$ cat src/design/qsu_pkg.sv
// Shared types and character constants for the quoted string unescaper.
package qsu_pkg;

  localparam int unsigned OutDepth = 4;

  typedef enum logic [2:0] {
    MODE_IDLE   = 3'd0,
    MODE_NORMAL = 3'd1,
    MODE_ESC    = 3'd2,
    MODE_HEX2   = 3'd3,
    MODE_HEX4   = 3'd4,
    MODE_OCT    = 3'd5
  } mode_e;

  typedef enum logic [1:0] {
    ST_CHAR = 2'd0,
    ST_DONE = 2'd1,
    ST_ERR  = 2'd2
  } status_e;

  localparam logic [15:0] CH_SQUOTE = 16'h0027;
  localparam logic [15:0] CH_DQUOTE = 16'h0022;
  localparam logic [15:0] CH_BSLASH = 16'h005C;
  localparam logic [15:0] CH_SLASH  = 16'h002F;
  localparam logic [15:0] CH_LC_B   = 16'h0062;
  localparam logic [15:0] CH_LC_F   = 16'h0066;
  localparam logic [15:0] CH_LC_N   = 16'h006E;
  localparam logic [15:0] CH_LC_R   = 16'h0072;
  localparam logic [15:0] CH_LC_T   = 16'h0074;
  localparam logic [15:0] CH_LC_X   = 16'h0078;
  localparam logic [15:0] CH_LC_U   = 16'h0075;
  localparam logic [15:0] CH_LC_A   = 16'h0061;
  localparam logic [15:0] CH_UC_A   = 16'h0041;
  localparam logic [15:0] CH_UC_F   = 16'h0046;
  localparam logic [15:0] CH_0      = 16'h0030;
  localparam logic [15:0] CH_3      = 16'h0033;
  localparam logic [15:0] CH_7      = 16'h0037;
  localparam logic [15:0] CH_9      = 16'h0039;

  localparam logic [15:0] VAL_BS  = 16'h0008;
  localparam logic [15:0] VAL_FF  = 16'h000C;
  localparam logic [15:0] VAL_LF  = 16'h000A;
  localparam logic [15:0] VAL_CR  = 16'h000D;
  localparam logic [15:0] VAL_TAB = 16'h0009;

  localparam logic [2:0] HEX2_NEED = 3'd2;
  localparam logic [2:0] HEX4_NEED = 3'd4;
  localparam logic [2:0] OCT_LONG  = 3'd3;
  localparam logic [2:0] OCT_SHORT = 3'd2;

  typedef struct packed {
    logic [15:0] ch;
    logic        last_char;
  } in_word_t;

  typedef struct packed {
    logic [15:0] out_char;
    status_e     status;
  } out_word_t;

  typedef struct packed {
    mode_e       mode;
    logic [15:0] delimiter;
    logic [15:0] accumulator;
    logic [2:0]  digit_count;
    logic        octal_short;
  } dec_state_t;

  typedef struct packed {
    logic [1:0] count;
    out_word_t  w0;
    out_word_t  w1;
  } dec_results_t;

endpackage

$ cat src/design/qsu_out_fifo.sv
// Result queue: up to two words written per cycle, one word read per cycle unless out_stall_i holds it.
module qsu_out_fifo #(
  parameter int unsigned DEPTH = qsu_pkg::OutDepth
) (
  input  logic                  clk_i,
  input  logic                  rst_ni,
  input  qsu_pkg::dec_results_t push_i,
  output logic                  almost_full_o,
  output logic                  out_valid_o,
  input  logic                  out_stall_i,
  output qsu_pkg::out_word_t    out_data_o
);
  import qsu_pkg::*;

  localparam int unsigned PtrW = (DEPTH > 1) ? $clog2(DEPTH) : 1;
  localparam int unsigned CntW = $clog2(DEPTH + 1);

  out_word_t       mem_q [DEPTH];
  logic [PtrW-1:0] wr_q, wr_d, rd_q, rd_d, wr1;
  logic [CntW-1:0] cnt_q, cnt_d;
  logic            pop;

  function automatic logic [PtrW-1:0] ptr_inc(input logic [PtrW-1:0] p);
    return (p == PtrW'(DEPTH - 1)) ? '0 : p + PtrW'(1);
  endfunction

  assign wr1           = ptr_inc(wr_q);
  assign pop           = out_valid_o && !out_stall_i;
  assign out_valid_o   = (cnt_q != '0);
  assign out_data_o    = mem_q[rd_q];
  assign almost_full_o = (cnt_q > CntW'(DEPTH - 2));

  always_comb begin
    case (push_i.count)
      2'd0:    wr_d = wr_q;
      2'd1:    wr_d = wr1;
      default: wr_d = ptr_inc(wr1);
    endcase
    rd_d  = pop ? ptr_inc(rd_q) : rd_q;
    cnt_d = cnt_q + CntW'(push_i.count) - CntW'(pop);
  end

  always_ff @(posedge clk_i or negedge rst_ni) begin
    if (!rst_ni) begin
      wr_q  <= '0;
      rd_q  <= '0;
      cnt_q <= '0;
    end else begin
      wr_q  <= wr_d;
      rd_q  <= rd_d;
      cnt_q <= cnt_d;
    end
  end

  always_ff @(posedge clk_i) begin
    if (push_i.count != 2'd0) mem_q[wr_q] <= push_i.w0;
    if (push_i.count >= 2'd2) mem_q[wr1] <= push_i.w1;
  end

endmodule

$ cat config.mk
export PLATFORM = sky130hd
export DESIGN_NAME = qsu_out_fifo
export DESIGN_NICKNAME = d
export VERILOG_FILES = /design/src/design/qsu_pkg.sv /design/src/design/qsu_out_fifo.sv
export SDC_FILE = /design/constraint.sdc
export NUM_CORES = 1
export LEC_CHECK = 0
export ABC_CLOCK_PERIOD_IN_PS = 2700
export BUFFER_PORTS_ARGS = -buffer_cell sky130_fd_sc_hd__buf_2
export CELL_PAD_IN_SITES_DETAIL_PLACEMENT = 0
export CELL_PAD_IN_SITES_GLOBAL_PLACEMENT = 1
export CORE_MARGIN = 1
export CORE_UTILIZATION = 45
export DETAILED_ROUTE_END_ITERATION = 7
export GPL_ROUTABILITY_DRIVEN = 0
export PLACE_DENSITY_LB_ADDON = 0.1
export SYNTH_ARGS = -nofsm -noshare
export SYNTH_HDL_FRONTEND = slang
export SYNTH_SLANG_ARGS = --single-unit
export TNS_END_PERCENT = 30
$ cat constraint.sdc
create_clock -name clk_i -period 2.7 [get_ports clk_i]
set_input_delay 0.135 -clock clk_i [delete_from_list [all_inputs] [get_ports clk_i]]
set_output_delay 0.135 -clock clk_i [all_outputs]
set_load 0.005 [all_outputs]
==> impl_metrics.toml, run 1 <==
[yosys]
synth-simple-area-share_pct = 3.56
synthCells = 236
synth.area.top_cells = "edfxtp_1 (53%), mux2_2 (17%), mux4_2 (9.9%)"
seq_area_frac_synth_pct = 56.9
synth_compound_area_share_pct = 1.58
yosysWarnings = 0
synthesis.nets = 288
ys_types = 33
synth_seq_cells = 79
synth_area_leader_cell = "edfxtp_1"
syn_area_per_cell_um2 = 17.4
synthMuxAreaShare_pct = 30.8
synth_area_um2 = 4110
synth_top_area_share_pct = 52.6
synth_xor_area_share_pct = 0.426
synth_top_family_by_area = "multiplexers"
synth_fa_ha_area_share_pct = 3.53

[timing]
tightest_slew_ns = 1.05
setup_viol = 0
min_period_over_period_pct = 79.1
tns_ns = 0
rsz0062_at_grt = "false"
finalHoldViolations = 0
slew_headroom_pct = 29.8
period_needed_ns = 2.14
maxSlewViolCount = 0
whs_ns = 0.0712
fmax_mhz = 468
fin_skew_ns = 0.00639

[setup_path]
rrSetupSlack_ns = 0.69
endpoint_kind = "output port"
cp_max_fo = 11
worstSetupPathType = "flop to output port"
crit_arrival_ns = 2.00
start_kind = "flop"
required_ns = 2.57

[routing]
drt-total-wl_um = 8000
viasPerCell = 5.42
wl_per_cell_um = 19.1
drtPass1Iterations = 6
drt_iter0_markers = 103
drc_errors = 0
drtAntennaViolNets = 0
vias = 2267

[global_route]
antenna_found_initial = 0
first_global_vias = 2252
grtUsageTotal_pct = 18.0
grt_max_degree = 22
grt_pass1_wl_um = 12800
grt_overflow = 0

[die]
die_h_um = 97.5
start_util_pct = 46.9
die_area_um2 = 9510
ios = 61
core_area_um2 = 8760
die_x_um = 97.5
row_count = 34

[place]
dp_hpwl_um = 5120
placedInstanceArea_um2 = 4530
portBuffers = 60
dp.cells = 402

[run]
cap_violations = 0

[finish]
layout_commonest_cell = "edfxtp_1"
final_cells = 418
synthToLayoutAreaGrowth_pct = 15.5
fin_area_um2 = 4750
n_antenna_cell = 0
fin_nets = 358
drive_above_1_share_pct = 59.0
final_cell_mix = "edfxtp_1 (72), mux2_2 (62), buf_2 (60)"

[clock_tree]
root_buffer = "clkbuf_8"
clk_latency_ns = 0.34
htreeDepth = 3
cts_resized = 0
cts-buffers-inserted = 9
clkTransAtPathRegs_ns = 0.08
cts_sinks = 79
cts.path.max_buffers = 2
cts_tree = "yes"

[power_and_ir_drop]
powerDensity_nw_per_um2 = 996
power_mw = 4.73
cellLeakagePower_nw = 1.81
peakVddDrop_uv = 377

[worst_hold_path]
hp-class = "input pin to flop"

[status]
run_status = "complete, no violations"
[flip-flops by register name, indices dropped and copies added (netlist names)]
signal,cells
wr_q,2
rd_q,2
mem_q,72
cnt_q,3
[critical path, cell delays in order (launching register included)]
cell     delay, ns
dfrtp_1       0.72
buf_4         0.28
mux4_2        0.51
buf_2         0.14
[synth_stat cells, drive strengths merged]
cell,number
a21o,1
a21oi,4
a221oi,1
buf,6
clkbuf,4
dfrtp,7
edfxtp,72
fa,1
ha,10
inv,9
mux2,72
mux2i,1
mux4,18
nand2,6
nand2b,2
nor2,9
nor2b,1
nor3,1
nor4bb,1
o211ai,2
o21ai,1
o221ai,1
or2,1
or3,1
or4b,2
xnor2,2
[timing repair]
item	CTS	global route
buffers inserted	0	0
hold buffers	1	0
endpoints found under the hold margin	7	0
endpoints found under the setup margin	0	0
[layer usage]
layer	up-vias	share of wire (%)	global-route usage, %
li1	1071	-	-
met1	1144	50	26.4
met2	48	46	26.4
met3	4	3.7	3.74
met4	0	0.74	6.79
met5	-	0	0
[report_power, final]
group          leakage, nW  switching, mW  internal (mW)
Combinational        0.952          0.812          0.935
Sequential           0.757          0.226           1.81
Clock                0.103          0.430          0.514
Total                 1.81           1.47           3.26
[cells by family after synthesis]
family	Yosys count
xor+xnor	2
simple gates	24
flops	79
mux	91
buf+inv	19
fa+ha+maj	11
compound gates	10
[path summary, 6_finish.rpt]
check | startpoint | to | cells after the start
max | rd_q[0]$_DFFE_PN0P_ | out_data_o[5] | 3
max reg2reg | cnt_q[1]$_DFF_PN0_ | cnt_q[2]$_DFF_PN0_ | 7
min reg2reg | cnt_q[0]$_DFF_PN0_ | rd_q[0]$_DFFE_PN0P_ | 2
max in group asynchronous | rst_ni | wr_q[1]$_DFFE_PN0N_ | 2
min in group asynchronous | rst_ni | cnt_q[2]$_DFF_PN0_ | 2
min | out_stall_i | rd_q[0]$_DFFE_PN0P_ | 3
[layout make-up]
type | instances | area, um^2
fill | 749 | 4020
sequential | 79 | 2340
multi-input combinational | 138 | 1650
timing repair buffer | 69 | 383
tap | 108 | 135
clock buffer | 9 | 124
clock inverter | 6 | 85.1
inverter | 9 | 33.8
[through the flow]
stage	setup slack (ns)	util (%)
after floorplan	0.625	-
after global placement	0.737	51.7
after detailed placement	0.678	51.7
after CTS	0.504	54.2
after global routing	0.427	54.2
final	0.564	54.2
(Power assumes the default switching activity.)
==> inputs of run 2 (changes only) <==
--- a/config.mk
+++ b/config.mk
@@ -5,7 +5,8 @@
 export SDC_FILE = /design/constraint.sdc
 export NUM_CORES = 1
 export LEC_CHECK = 0
-export ABC_CLOCK_PERIOD_IN_PS = 2700
+export ABC_AREA = 1
+export ABC_CLOCK_PERIOD_IN_PS = 2100
 export BUFFER_PORTS_ARGS = -buffer_cell sky130_fd_sc_hd__buf_2
 export CELL_PAD_IN_SITES_DETAIL_PLACEMENT = 0
 export CELL_PAD_IN_SITES_GLOBAL_PLACEMENT = 1
==> constraint.sdc (replaced) <==
create_clock -name clk_i -period 2.1 [get_ports clk_i]
set_input_delay 0.105 -clock clk_i [delete_from_list [all_inputs] [get_ports clk_i]]
set_output_delay 0.105 -clock clk_i [all_outputs]
set_load 0.005 [all_outputs]
==> run 2 against run 1 <==
Combinational power grew 61%. Routed wire length grew 10%. Setup slack lost 0.38 ns. First-iteration DRC count grew 41%. Clock skew grew 0.0039 ns. Global-route usage grew 1.3 points. Clock-buffer cell count grew 1. Flip-flop and latch count is the same. Clock power grew 30%. Register-to-register slack lost 0.43 ns. Critical path depth grew 1. Sequential power grew 39%.
==> impl_metrics.toml, run 2 <==
[status]
run_status = "complete, no violations"

[die]
core_area_um2 = 8890
die_x_um = 98.6
die_h_um = 98.6
row_count = 34
ios = 61
start_util_pct = 47.2
die_area_um2 = 9720

[routing]
drt_iter0_markers = 145
drtPass1Iterations = 4
vias = 2992
drc_errors = 0
drt-total-wl_um = 8810
drtAntennaViolNets = 0
viasPerCell = 5.08
wl_per_cell_um = 15.0

[global_route]
first_global_vias = 2753
antenna_found_initial = 0
grtUsageTotal_pct = 19.3
grt_pass1_wl_um = 14000
grt_max_degree = 38
grt_overflow = 0

[timing]
fmax_mhz = 523
tightest_slew_ns = 0.587
slew_headroom_pct = 60.9
whs_ns = 0.0204
setup_viol = 0
maxSlewViolCount = 0
tns_ns = 0
finalHoldViolations = 0
setup_ws_ns = 0.188
min_period_over_period_pct = 91.1
period_needed_ns = 1.91
rsz0062_at_grt = "false"
fin_skew_ns = 0.0103

[yosys]
ys_types = 24
synthesis.nets = 465
synthTopCellsByCount = "nand2_1 (89), edfxtp_1 (72), o21ai_1 (59)"
synth_area_leader_cell = "edfxtp_1"
yosysWarnings = 0
synthFlopType = "edfxtp_1"
synth_top_area_share_pct = 51.5
async_flop_share_pct = 8.86
seq_area_frac_synth_pct = 55.6
syn_area_per_cell_um2 = 10.2
synthCells = 413
synth_area_um2 = 4200
synthMostInstantiatedCell = "nand2_1"
synth_edf_count = 72
synth.area.top_cells = "edfxtp_1 (51%), nand2_1 (8.0%), o21ai_1 (7.0%)"
synth_seq_cells = 79

[finish]
synthToLayoutAreaGrowth_pct = 12.8
fin_nets = 528
final_cells = 589
top_regs = "mem_q (72), cnt_q (3)"
final_cell_mix = "nand2_1 (89), edfxtp_1 (72), buf_2 (60)"
fin_area_um2 = 4740
fill_cells = 830
drive_above_1_share_pct = 24.5
multi_input_area_um2 = 1510
post-route-util_pct = 53.3
register_area_um2 = 2340
regMostFlops = "mem_q"
n_antenna_cell = 0
largest_reg_flops = 72
layout_commonest_cell = "nand2_1"

[clock_tree]
clkTransAtPathRegs_ns = 0.08
clk_latency_ns = 0.35
htreeDepth = 3
cts.path.max_buffers = 2
cts-buffers-inserted = 9
cts_setup_buffers = 0
cts_tree = "yes"
root_buffer = "clkbuf_8"
postCtsHoldBufs = 1
cts_sinks = 79
cts_resized = 0

[setup_path]
crit_path_max_incr_delay_ns = 0.63
rrSetupSlack_ns = 0.26
start_kind = "flop"
cp_max_fo = 37
rr_worst_depth = 7
endpoint_kind = "output port"
cp.depth = 4
path_buf_inv = 2
required_ns = 2.00
path_cells = "inv_4 -> o21ai_0 -> o22ai_1 -> buf_2"
worst_path_dominant_cell_family = "flip-flops"
worstSetupPathType = "flop to output port"
timing.rr.start = "cnt_q[2]$_DFF_PN0_"
worstReg2RegEnd = "cnt_q[2]$_DFF_PN0_"
crit_arrival_ns = 1.81
slowest_stage = "dfrtp_1"

[power_and_ir_drop]
peakVddDrop_uv = 625
power_mw = 6.88
cellLeakagePower_nw = 2.02
powerDensity_nw_per_um2 = 1450

[run]
cap_violations = 0

[worst_hold_path]
min_delay_path_depth = 2
hold_start = "push_i[36]"
hp-class = "input pin to flop"
hold_end = "cnt_q[0]$_DFF_PN0_"

[place]
dp_hpwl_um = 5960
placedInstanceArea_um2 = 4510
dp.cells = 572
place_ws_ns = 0.262
portBuffers = 60
==> run 2: changes by cell type in the layout (fill, tap and decap cells not counted), sizes merged, moves of 3 or more <==
| cell | previous run | this run |
|---|---|---|
| inv | 10 | 30 |
| mux2 | 72 | 0 |
| o22ai | 0 | 18 |
| nand2 | 6 | 94 |
| nor2 | 9 | 42 |
| mux4 | 18 | 0 |
| a21oi | 4 | 1 |
| o21ai | 1 | 112 |
| buf | 68 | 74 |
==> run 2: cells by family after synthesis <==
group / synth area share [%]
and+or+nand+nor: 13.9
AOI/OAI and AO/OA: 18.1
DFF: 55.6
buffers and inverters: 8.49
adders and majority gates: 3.46
xor gates and xnor gates: 0.417
==> run 2: power by group <==
group / total (mW) / internal, mW / switching (mW)
Sequential: 2.83 / 2.57 / 0.258
Clock: 1.23 / 0.666 / 0.563
Combinational: 2.82 / 1.05 / 1.77
==> run 2: how the worst max path moves through the flow <==
stage          slack, ns                 from               endpoint
2_1_floorplan       0.29  wr_q[0]$_DFFE_PN0N_  mem_q[1][0]$_DFFE_PP_
4_1_cts             0.17  rd_q[0]$_DFFE_PN0P_          out_data_o[6]
3_3_place_gp        0.31   cnt_q[2]$_DFF_PN0_     cnt_q[2]$_DFF_PN0_
3_5_place_dp        0.26   cnt_q[2]$_DFF_PN0_     cnt_q[2]$_DFF_PN0_
6_report            0.19  rd_q[0]$_DFFE_PN0P_          out_data_o[1]
5_1_grt             0.06  rd_q[0]$_DFFE_PN0P_          out_data_o[1]
==> run 2: layer usage <==
metal	share of wire, %	vias to the layer above	global-route usage (%)
li1	-	1560	-
met5	0	-	0
met3	4.0	14	3.33
met1	48	1362	26.0
met2	46	56	31.0
met4	1.8	0	8.15
==> run 2: worst register-to-register path: stages, from the launching register on <==
cell     delay [ns]
dfrtp_1        0.40
nor2_1         0.20
a21oi_2        0.12
ha_1           0.28
inv_1          0.04
ha_1           0.18
fa_1           0.38
xnor2_1        0.13
==> run 2: area by class of cell <==
cell class	instances	share of cell area, %
tap	108	2.85
inverter	30	2.48
multi-input combinational	281	31.8
clock inverter	6	1.80
clock buffer	10	2.69
timing repair buffer	75	9.03
sequential	79	49.3
